===== src/design/pol_pkg.sv =====
`timescale 1ns / 1ps
package pol_pkg;

  localparam int CAPACITY = 16;
  localparam int CNT_W    = $clog2(CAPACITY + 1);
  localparam int IDX_W    = $clog2(CAPACITY);
  localparam int POS_W    = 5;
  // wide enough for position and count compares without wrap
  localparam int CMP_W    = ((CNT_W > POS_W) ? CNT_W : POS_W) + 1;

  localparam logic [2:0] F_APPEND    = 3'd0;
  localparam logic [2:0] F_INS_FIRST = 3'd1;
  localparam logic [2:0] F_INS_POS   = 3'd2;
  localparam logic [2:0] F_DEL_FIRST = 3'd3;
  localparam logic [2:0] F_DEL_LAST  = 3'd4;
  localparam logic [2:0] F_DEL_POS   = 3'd5;
  localparam logic [2:0] F_DUMP      = 3'd6;

  localparam logic [1:0] ST_OK     = 2'd0;
  localparam logic [1:0] ST_BADPOS = 2'd1;
  localparam logic [1:0] ST_EMPTY  = 2'd2;
  localparam logic [1:0] ST_FULL   = 2'd3;

  typedef struct packed {
    logic [2:0]        func;
    logic [POS_W-1:0]  position;
    logic signed [31:0] item_value;
  } cmd_t;

  typedef struct packed {
    logic [1:0]         status;
    logic signed [31:0] read_value;
    logic [4:0]         entry_count;
    logic               last_result;
  } res_t;

endpackage


===== src/design/pol_ram.sv =====
`timescale 1ns / 1ps
module pol_ram (
  input  logic                       clk,
  input  logic                       we,
  input  logic [pol_pkg::IDX_W-1:0]  waddr,
  input  logic [31:0]                wdata,
  input  logic [pol_pkg::IDX_W-1:0]  raddr,
  output logic [31:0]                rdata
);

  logic [31:0] mem [pol_pkg::CAPACITY];

  always_ff @(posedge clk) begin
    if (we) begin
      mem[waddr] <= wdata;
    end
  end

  always_ff @(posedge clk) begin
    rdata <= mem[raddr];
  end

endmodule


===== src/design/positional_ordered_list.sv =====
`timescale 1ns / 1ps
// Bounded ordered list of signed values held in one single-port-read,
// single-port-write memory. A command is taken when start is high and busy
// is low; for a command that shifts entries or dumps the list, busy is then
// high until the command's last result has been registered. Results appear
// on res for exactly one cycle with res_valid high and cannot be held off,
// so the receiver must take every strobe. Commands that need no shifting
// (errors, insert at the tail, delete of the tail, unused codes) complete
// straight from the idle state and never raise busy. Insert and delete at
// a 1-based position move the entries behind it one per cycle through the
// registered memory read port, with the write of the previous entry
// overlapped. A dump gives one result per cycle, the last one marked by
// last_result.
module positional_ordered_list (
  input  logic            clk,
  input  logic            rst,
  input  logic            start,
  input  pol_pkg::cmd_t   cmd,
  output logic            busy,
  output logic            res_valid,
  output pol_pkg::res_t   res
);

  localparam logic [2:0] S_IDLE = 3'd0;
  localparam logic [2:0] S_INS  = 3'd1;
  localparam logic [2:0] S_PUT  = 3'd2;
  localparam logic [2:0] S_DEL  = 3'd3;
  localparam logic [2:0] S_DUMP = 3'd4;

  logic [2:0]                state, state_next;
  logic [pol_pkg::IDX_W-1:0] cur, cur_next;
  logic [pol_pkg::IDX_W-1:0] idx, idx_next;
  logic [31:0]               val, val_next;
  logic [pol_pkg::CNT_W-1:0] count, count_next;
  logic                      res_valid_next;
  pol_pkg::res_t             res_next;

  logic                      we;
  logic [pol_pkg::IDX_W-1:0] waddr, raddr;
  logic [31:0]               wdata, rdata;

  logic                      emit, emit_last;
  logic [1:0]                emit_status;
  logic [31:0]               emit_value;

  logic [pol_pkg::CMP_W-1:0] cnt_x, pos_x, ins_pos1, del_pos1;
  logic                      full, empty;
  logic [pol_pkg::IDX_W-1:0] last_idx;

  pol_ram u_ram (
    .clk   (clk),
    .we    (we),
    .waddr (waddr),
    .wdata (wdata),
    .raddr (raddr),
    .rdata (rdata)
  );

  assign busy     = (state != S_IDLE);
  assign cnt_x    = pol_pkg::CMP_W'(count);
  assign pos_x    = pol_pkg::CMP_W'(cmd.position);
  assign full     = (count == pol_pkg::CNT_W'(pol_pkg::CAPACITY));
  assign empty    = (count == '0);
  assign last_idx = pol_pkg::IDX_W'(count - 1'b1);

  always_comb begin
    case (cmd.func)
      pol_pkg::F_APPEND:    ins_pos1 = cnt_x + 1'b1;
      pol_pkg::F_INS_FIRST: ins_pos1 = pol_pkg::CMP_W'(1);
      default:              ins_pos1 = pos_x;
    endcase
    case (cmd.func)
      pol_pkg::F_DEL_FIRST: del_pos1 = pol_pkg::CMP_W'(1);
      pol_pkg::F_DEL_LAST:  del_pos1 = cnt_x;
      default:              del_pos1 = pos_x;
    endcase
  end

  always_comb begin
    state_next  = state;
    cur_next    = cur;
    idx_next    = idx;
    val_next    = val;
    count_next  = count;
    we          = 1'b0;
    waddr       = '0;
    wdata       = '0;
    raddr       = '0;
    emit        = 1'b0;
    emit_last   = 1'b1;
    emit_status = pol_pkg::ST_OK;
    emit_value  = '0;

    case (state)
      S_IDLE: begin
        if (start) begin
          case (cmd.func)
            pol_pkg::F_APPEND, pol_pkg::F_INS_FIRST, pol_pkg::F_INS_POS: begin
              if (cmd.func == pol_pkg::F_INS_POS &&
                  (pos_x == '0 || pos_x > cnt_x + 1'b1)) begin
                emit        = 1'b1;
                emit_status = pol_pkg::ST_BADPOS;
              end else if (full) begin
                emit        = 1'b1;
                emit_status = pol_pkg::ST_FULL;
              end else if (ins_pos1 == cnt_x + 1'b1) begin
                // tail insert needs no shift
                we         = 1'b1;
                waddr      = pol_pkg::IDX_W'(ins_pos1 - 1'b1);
                wdata      = cmd.item_value;
                count_next = count + 1'b1;
                emit       = 1'b1;
              end else begin
                raddr      = last_idx;
                cur_next   = last_idx;
                idx_next   = pol_pkg::IDX_W'(ins_pos1 - 1'b1);
                val_next   = cmd.item_value;
                state_next = S_INS;
              end
            end
            pol_pkg::F_DEL_FIRST, pol_pkg::F_DEL_LAST, pol_pkg::F_DEL_POS: begin
              if (empty) begin
                emit        = 1'b1;
                emit_status = pol_pkg::ST_EMPTY;
              end else if (cmd.func == pol_pkg::F_DEL_POS &&
                           (pos_x == '0 || pos_x > cnt_x)) begin
                emit        = 1'b1;
                emit_status = pol_pkg::ST_BADPOS;
              end else if (del_pos1 == cnt_x) begin
                count_next = count - 1'b1;
                emit       = 1'b1;
              end else begin
                // first entry to move down sits just after the deleted one
                raddr      = pol_pkg::IDX_W'(del_pos1);
                cur_next   = pol_pkg::IDX_W'(del_pos1);
                state_next = S_DEL;
              end
            end
            pol_pkg::F_DUMP: begin
              if (empty) begin
                emit        = 1'b1;
                emit_status = pol_pkg::ST_EMPTY;
              end else begin
                raddr      = '0;
                cur_next   = '0;
                state_next = S_DUMP;
              end
            end
            default: begin
              emit = 1'b1;
            end
          endcase
        end
      end
      S_INS: begin
        we    = 1'b1;
        waddr = cur + 1'b1;
        wdata = rdata;
        if (cur == idx) begin
          state_next = S_PUT;
        end else begin
          raddr    = cur - 1'b1;
          cur_next = cur - 1'b1;
        end
      end
      S_PUT: begin
        we         = 1'b1;
        waddr      = idx;
        wdata      = val;
        count_next = count + 1'b1;
        emit       = 1'b1;
        state_next = S_IDLE;
      end
      S_DEL: begin
        we    = 1'b1;
        waddr = cur - 1'b1;
        wdata = rdata;
        if (cur == last_idx) begin
          count_next = count - 1'b1;
          emit       = 1'b1;
          state_next = S_IDLE;
        end else begin
          raddr    = cur + 1'b1;
          cur_next = cur + 1'b1;
        end
      end
      S_DUMP: begin
        emit       = 1'b1;
        emit_value = rdata;
        emit_last  = (cur == last_idx);
        if (cur == last_idx) begin
          state_next = S_IDLE;
        end else begin
          raddr    = cur + 1'b1;
          cur_next = cur + 1'b1;
        end
      end
      default: begin
        state_next = S_IDLE;
      end
    endcase

    res_valid_next       = emit;
    res_next.status      = emit_status;
    res_next.read_value  = emit_value;
    res_next.entry_count = count_next[4:0];
    res_next.last_result = emit_last;
  end

  always_ff @(posedge clk) begin
    if (rst) begin
      state     <= S_IDLE;
      count     <= '0;
      res_valid <= 1'b0;
    end else begin
      state     <= state_next;
      count     <= count_next;
      res_valid <= res_valid_next;
    end
    cur <= cur_next;
    idx <= idx_next;
    val <= val_next;
    res <= res_next;
  end

endmodule

===== config.mk =====
export PLATFORM = sky130hd
export DESIGN_NAME = positional_ordered_list
export DESIGN_NICKNAME = d
export VERILOG_FILES = /design/src/design/pol_pkg.sv /design/src/design/pol_ram.sv /design/src/design/positional_ordered_list.sv
export SDC_FILE = /design/constraint.sdc
export NUM_CORES = 1
export LEC_CHECK = 0
export BUFFER_PORTS_ARGS = -buffer_cell sky130_fd_sc_hd__buf_2
export CAP_MARGIN = 20
export CORE_MARGIN = 2
export CORE_UTILIZATION = 40
export DETAILED_ROUTE_END_ITERATION = 16
export PLACE_DENSITY_LB_ADDON = 0.05
export SLEW_MARGIN = 15
export SYNTH_ARGS = -nofsm -noshare
export SYNTH_HDL_FRONTEND = slang
export SYNTH_HIERARCHICAL = 1
export SYNTH_SLANG_ARGS = --single-unit

===== constraint.sdc =====
create_clock -name clk -period 7.7 [get_ports clk]
set_input_delay 1.155 -clock clk [delete_from_list [all_inputs] [get_ports clk]]
set_output_delay 1.155 -clock clk [all_outputs]
set_load 0.005 [all_outputs]

==> impl_metrics.ini <==
[logic_synthesis]
synth_flop_cell = edfxtp_1
syn_avg_cell_area_um2 = 17.56
synth_seq_cells = 633
synthesis.nets = 1502
yosysUniqueCellTypes = 75
synth.area.top_cells = edfxtp_1 (65%), mux4_2 (11%), dfxtp_1 (6.4%), a22oi_1 (2.0%), a222oi_1 (1.3%)
synth_edf_count = 552
async_flop_share = 0
synth_top_area_frac = 0.6537
synth_top_area_cell = edfxtp_1
yosysWarnings = 6
syn_area_um2 = 25360
ys_seq_area_frac = 0.7177
syn-instance-count = 1444

[power]
sw_frac_of_total = 0.3212
seq_power_share = 0.404
pwr-share-comb = 0.294
p_sw_mw = 3.538
p_clk_frac = 0.302
intPower_mw = 7.476
power_density_nw_per_um2 = 374.5
power_leakage_nw = 10.03
vdd.ir_drop.worst_v = 0.0001990

[worst_setup_path]
worstSetupStartpointType = flop
worst_ep_arrival_time_ns = 6.89
critPathMaxFanout = 36
critPathKind = flop to flop
cp_data_required_time_ns = 8.00
end_kind = flop

[final_layout]
antennaDiodeCount = 0
fillers = 5456
design_area_um2 = 29410
nets = 1614
drive_gt1_frac = 0.2579
syn_to_final_growth_pct = 15.99

[drt]
via_per_inst = 5.713
drt_pass1_iterations = 8
route.detailed.drc = 0
vias = 14050
postRouteAntennaNets = 0
drt_iter0_drc = 1295
routed_wl_um = 67340
post_drt_wl_per_cell_um = 27.38

[clock_tree]
ctsHoldBuffers = 0
post_cts_buffers = 0
postCtsResizedCells = 0
cts_root_buffer = clkbuf_16
cts_tree = done
cts-htree-levels = 3
clkSinkCount = 633
insertion_delay_ns = 0.61
cts_inserted_buffers = 70
clk_path_buf_depth = 3
clk_pin_slew_worst_paths_ns = 0.06

[place]
io_buffers = 84
place_congestion = 0.9039
dp_hpwl_um = 41630
dpl_cell_area_um2 = 27060

[global_routing]
grt_start_max_net_pins = 39
antenna_found_initial = 3
grt_overflow = 0
grt_pass1_wl_um = 99500
groute.usage.overall = 0.2065
grt_pass1_vias = 14460

[sta]
setup_tns_ns = 0
max_freq_mhz = 151.6
finalSetupViolCount = 0
hold_viol_final = 0
rsz0062_at_grt = no
max-slew-margin-rel = 0.3466
fin_skew_ns = 0.02030
fin_crit_sh = 0.8567
whs_ns = 0.4819
slew_viol_final = 0
worstMarginPinSlew_ns = 0.9802
min_period_ns = 6.596

[floorplanning]
initial_core_util = 0.4034
num_rows = 92
die_w_um = 255.8
die_h_um = 255.8
core_area_um2 = 62850
dieArea_um2 = 65420
io_pins = 85

[hold_path]
worst_hold_path_type = flop to flop

[run_status]
status = completed

[job]
maxCapViolCount = 0
[power by group through the flow]
stage | clock, mW | combinational [mW] | sequential (mW)
3_3_place_gp | 0 | 3.29 | 4.52
6_report | 3.33 | 3.24 | 4.45
3_5_place_dp | 0 | 3.30 | 4.52
2_1_floorplan | 0 | 2.05 | 4.42
5_1_grt | 3.56 | 3.49 | 4.47
4_1_cts | 3.42 | 3.31 | 4.45
[cell type report]
cell class / count / area [um^2] / area share
inverter: 48 / 180.2 / 0.006126
clock buffer: 102 / 2066 / 0.07024
tap: 846 / 1059 / 0.03599
clock inverter: 27 / 251.5 / 0.008551
multi-input combinational: 667 / 6720 / 0.2285
timing repair buffer: 136 / 935.9 / 0.03182
sequential: 633 / 18200 / 0.6188
[routing by layer]
| metal | vias up | global-route usage | part of all wire |
|---|---|---|---|
| li1 | 6147 | - | - |
| met1 | 7440 | 0.2852 | 0.44 |
| met2 | 390 | 0.3454 | 0.50 |
| met3 | 71 | 0.03129 | 0.047 |
| met4 | 0 | 0.05019 | 0.016 |
| met5 | - | 0 | 0 |
[path summary, 6_finish.rpt]
check                                      from                 to  slack (ns)  depth (start not counted)
worst min-delay path            u_ram/rdata[11]            res[17]        0.48                          1
worst min register to register  u_ram/rdata[11]            res[17]        0.48                          1
worst max register to register         count[0]  u_ram/mem[10][22]        1.10                         15
worst max-delay path                   count[0]  u_ram/mem[10][22]        1.10                         15
[flip-flops by register name, summed over array words and instances (netlist names)]
register     flops
res_valid        1
u_ram/rdata     32
val             32
u_ram/mem      512
idx              4
cur              4
state            3
res             40
count            5
[cells in the final DEF (no fill, tap or decap), types with 13 or more instances in the layout]
| cell | synthesis | final |
|---|---|---|
| a22oi_1 | 68 | 68 |
| a222oi_1 | 34 | 34 |
| clkbuf_16 | 0 | 73 |
| mux4_2 | 128 | 128 |
| and3_1 | 39 | 39 |
| inv_1 | 46 | 45 |
| nand2_1 | 71 | 71 |
| dfxtp_1 | 81 | 80 |
| clkbuf_8 | 0 | 13 |
| nor2_4 | 1 | 17 |
| clkbuf_1 | 55 | 16 |
| o21ai_0 | 16 | 16 |
| nor2_1 | 48 | 31 |
| xnor2_1 | 19 | 19 |
| ha_1 | 15 | 15 |
| edfxtp_1 | 552 | 552 |
| buf_2 | 12 | 84 |
| a21oi_1 | 38 | 38 |
| buf_4 | 11 | 42 |
[cells in the mapped netlist, drive strengths merged, types with 3 or more instances]
cell,number
a221oi,7
o2bb2ai,4
o31a,3
a21o,5
dfxtp,81
o21ai,17
nor3,18
a222oi,34
o22ai,9
o221ai,7
nor2,49
xor2,7
mux4,128
nor2b,8
mux2i,6
nand2,71
or3,5
a311oi,3
or2,3
and3,39
nand3,11
nand4,7
a31oi,7
nand2b,11
a221o,7
clkbuf,55
inv,48
xnor2,19
buf,41
edfxtp,552
a21oi,39
ha,15
and2,9
a22oi,68
nand3b,3
a211oi,9
[stage by stage]
step,instances,worst slack [ns],utilization,power (mW)
6_report,2459,1.104,0.4679,11.02
5_1_grt,2459,0.7578,0.4679,11.52
4_1_cts,2457,1.151,0.4675,11.18
3_3_place_gp,2327,1.310,0.4305,7.805
3_5_place_dp,2328,1.170,0.4306,7.818
2_1_floorplan,1444,0.9725,-,6.471
[worst max-delay path: stages (launching register included)]
cell and delay [ns]:
dfxtp_1 0.78, inv_1 0.28, ha_1 0.57, inv_1 0.18
ha_1 0.32, nor2b_1 0.14, or3_1 0.32, a211oi_2 0.33
a211oi_4 0.13, a21oi_2 0.35, and4_4 0.73, inv_1 0.12
o22ai_1 0.55, nand2b_1 0.39, nor2_4 0.70, buf_4 0.33
[kinds of logic after synthesis]
family          count (synthesis)  synth area share
flops                         633            0.7177
compound gates                246           0.07426
simple gates                  244           0.04885
buf+inv                       144           0.02502
mux                           134            0.1161
xor+xnor                       28           0.01076
fa+ha+maj                      15          0.007402
Note: power is estimated with default switching activity, not from simulation.
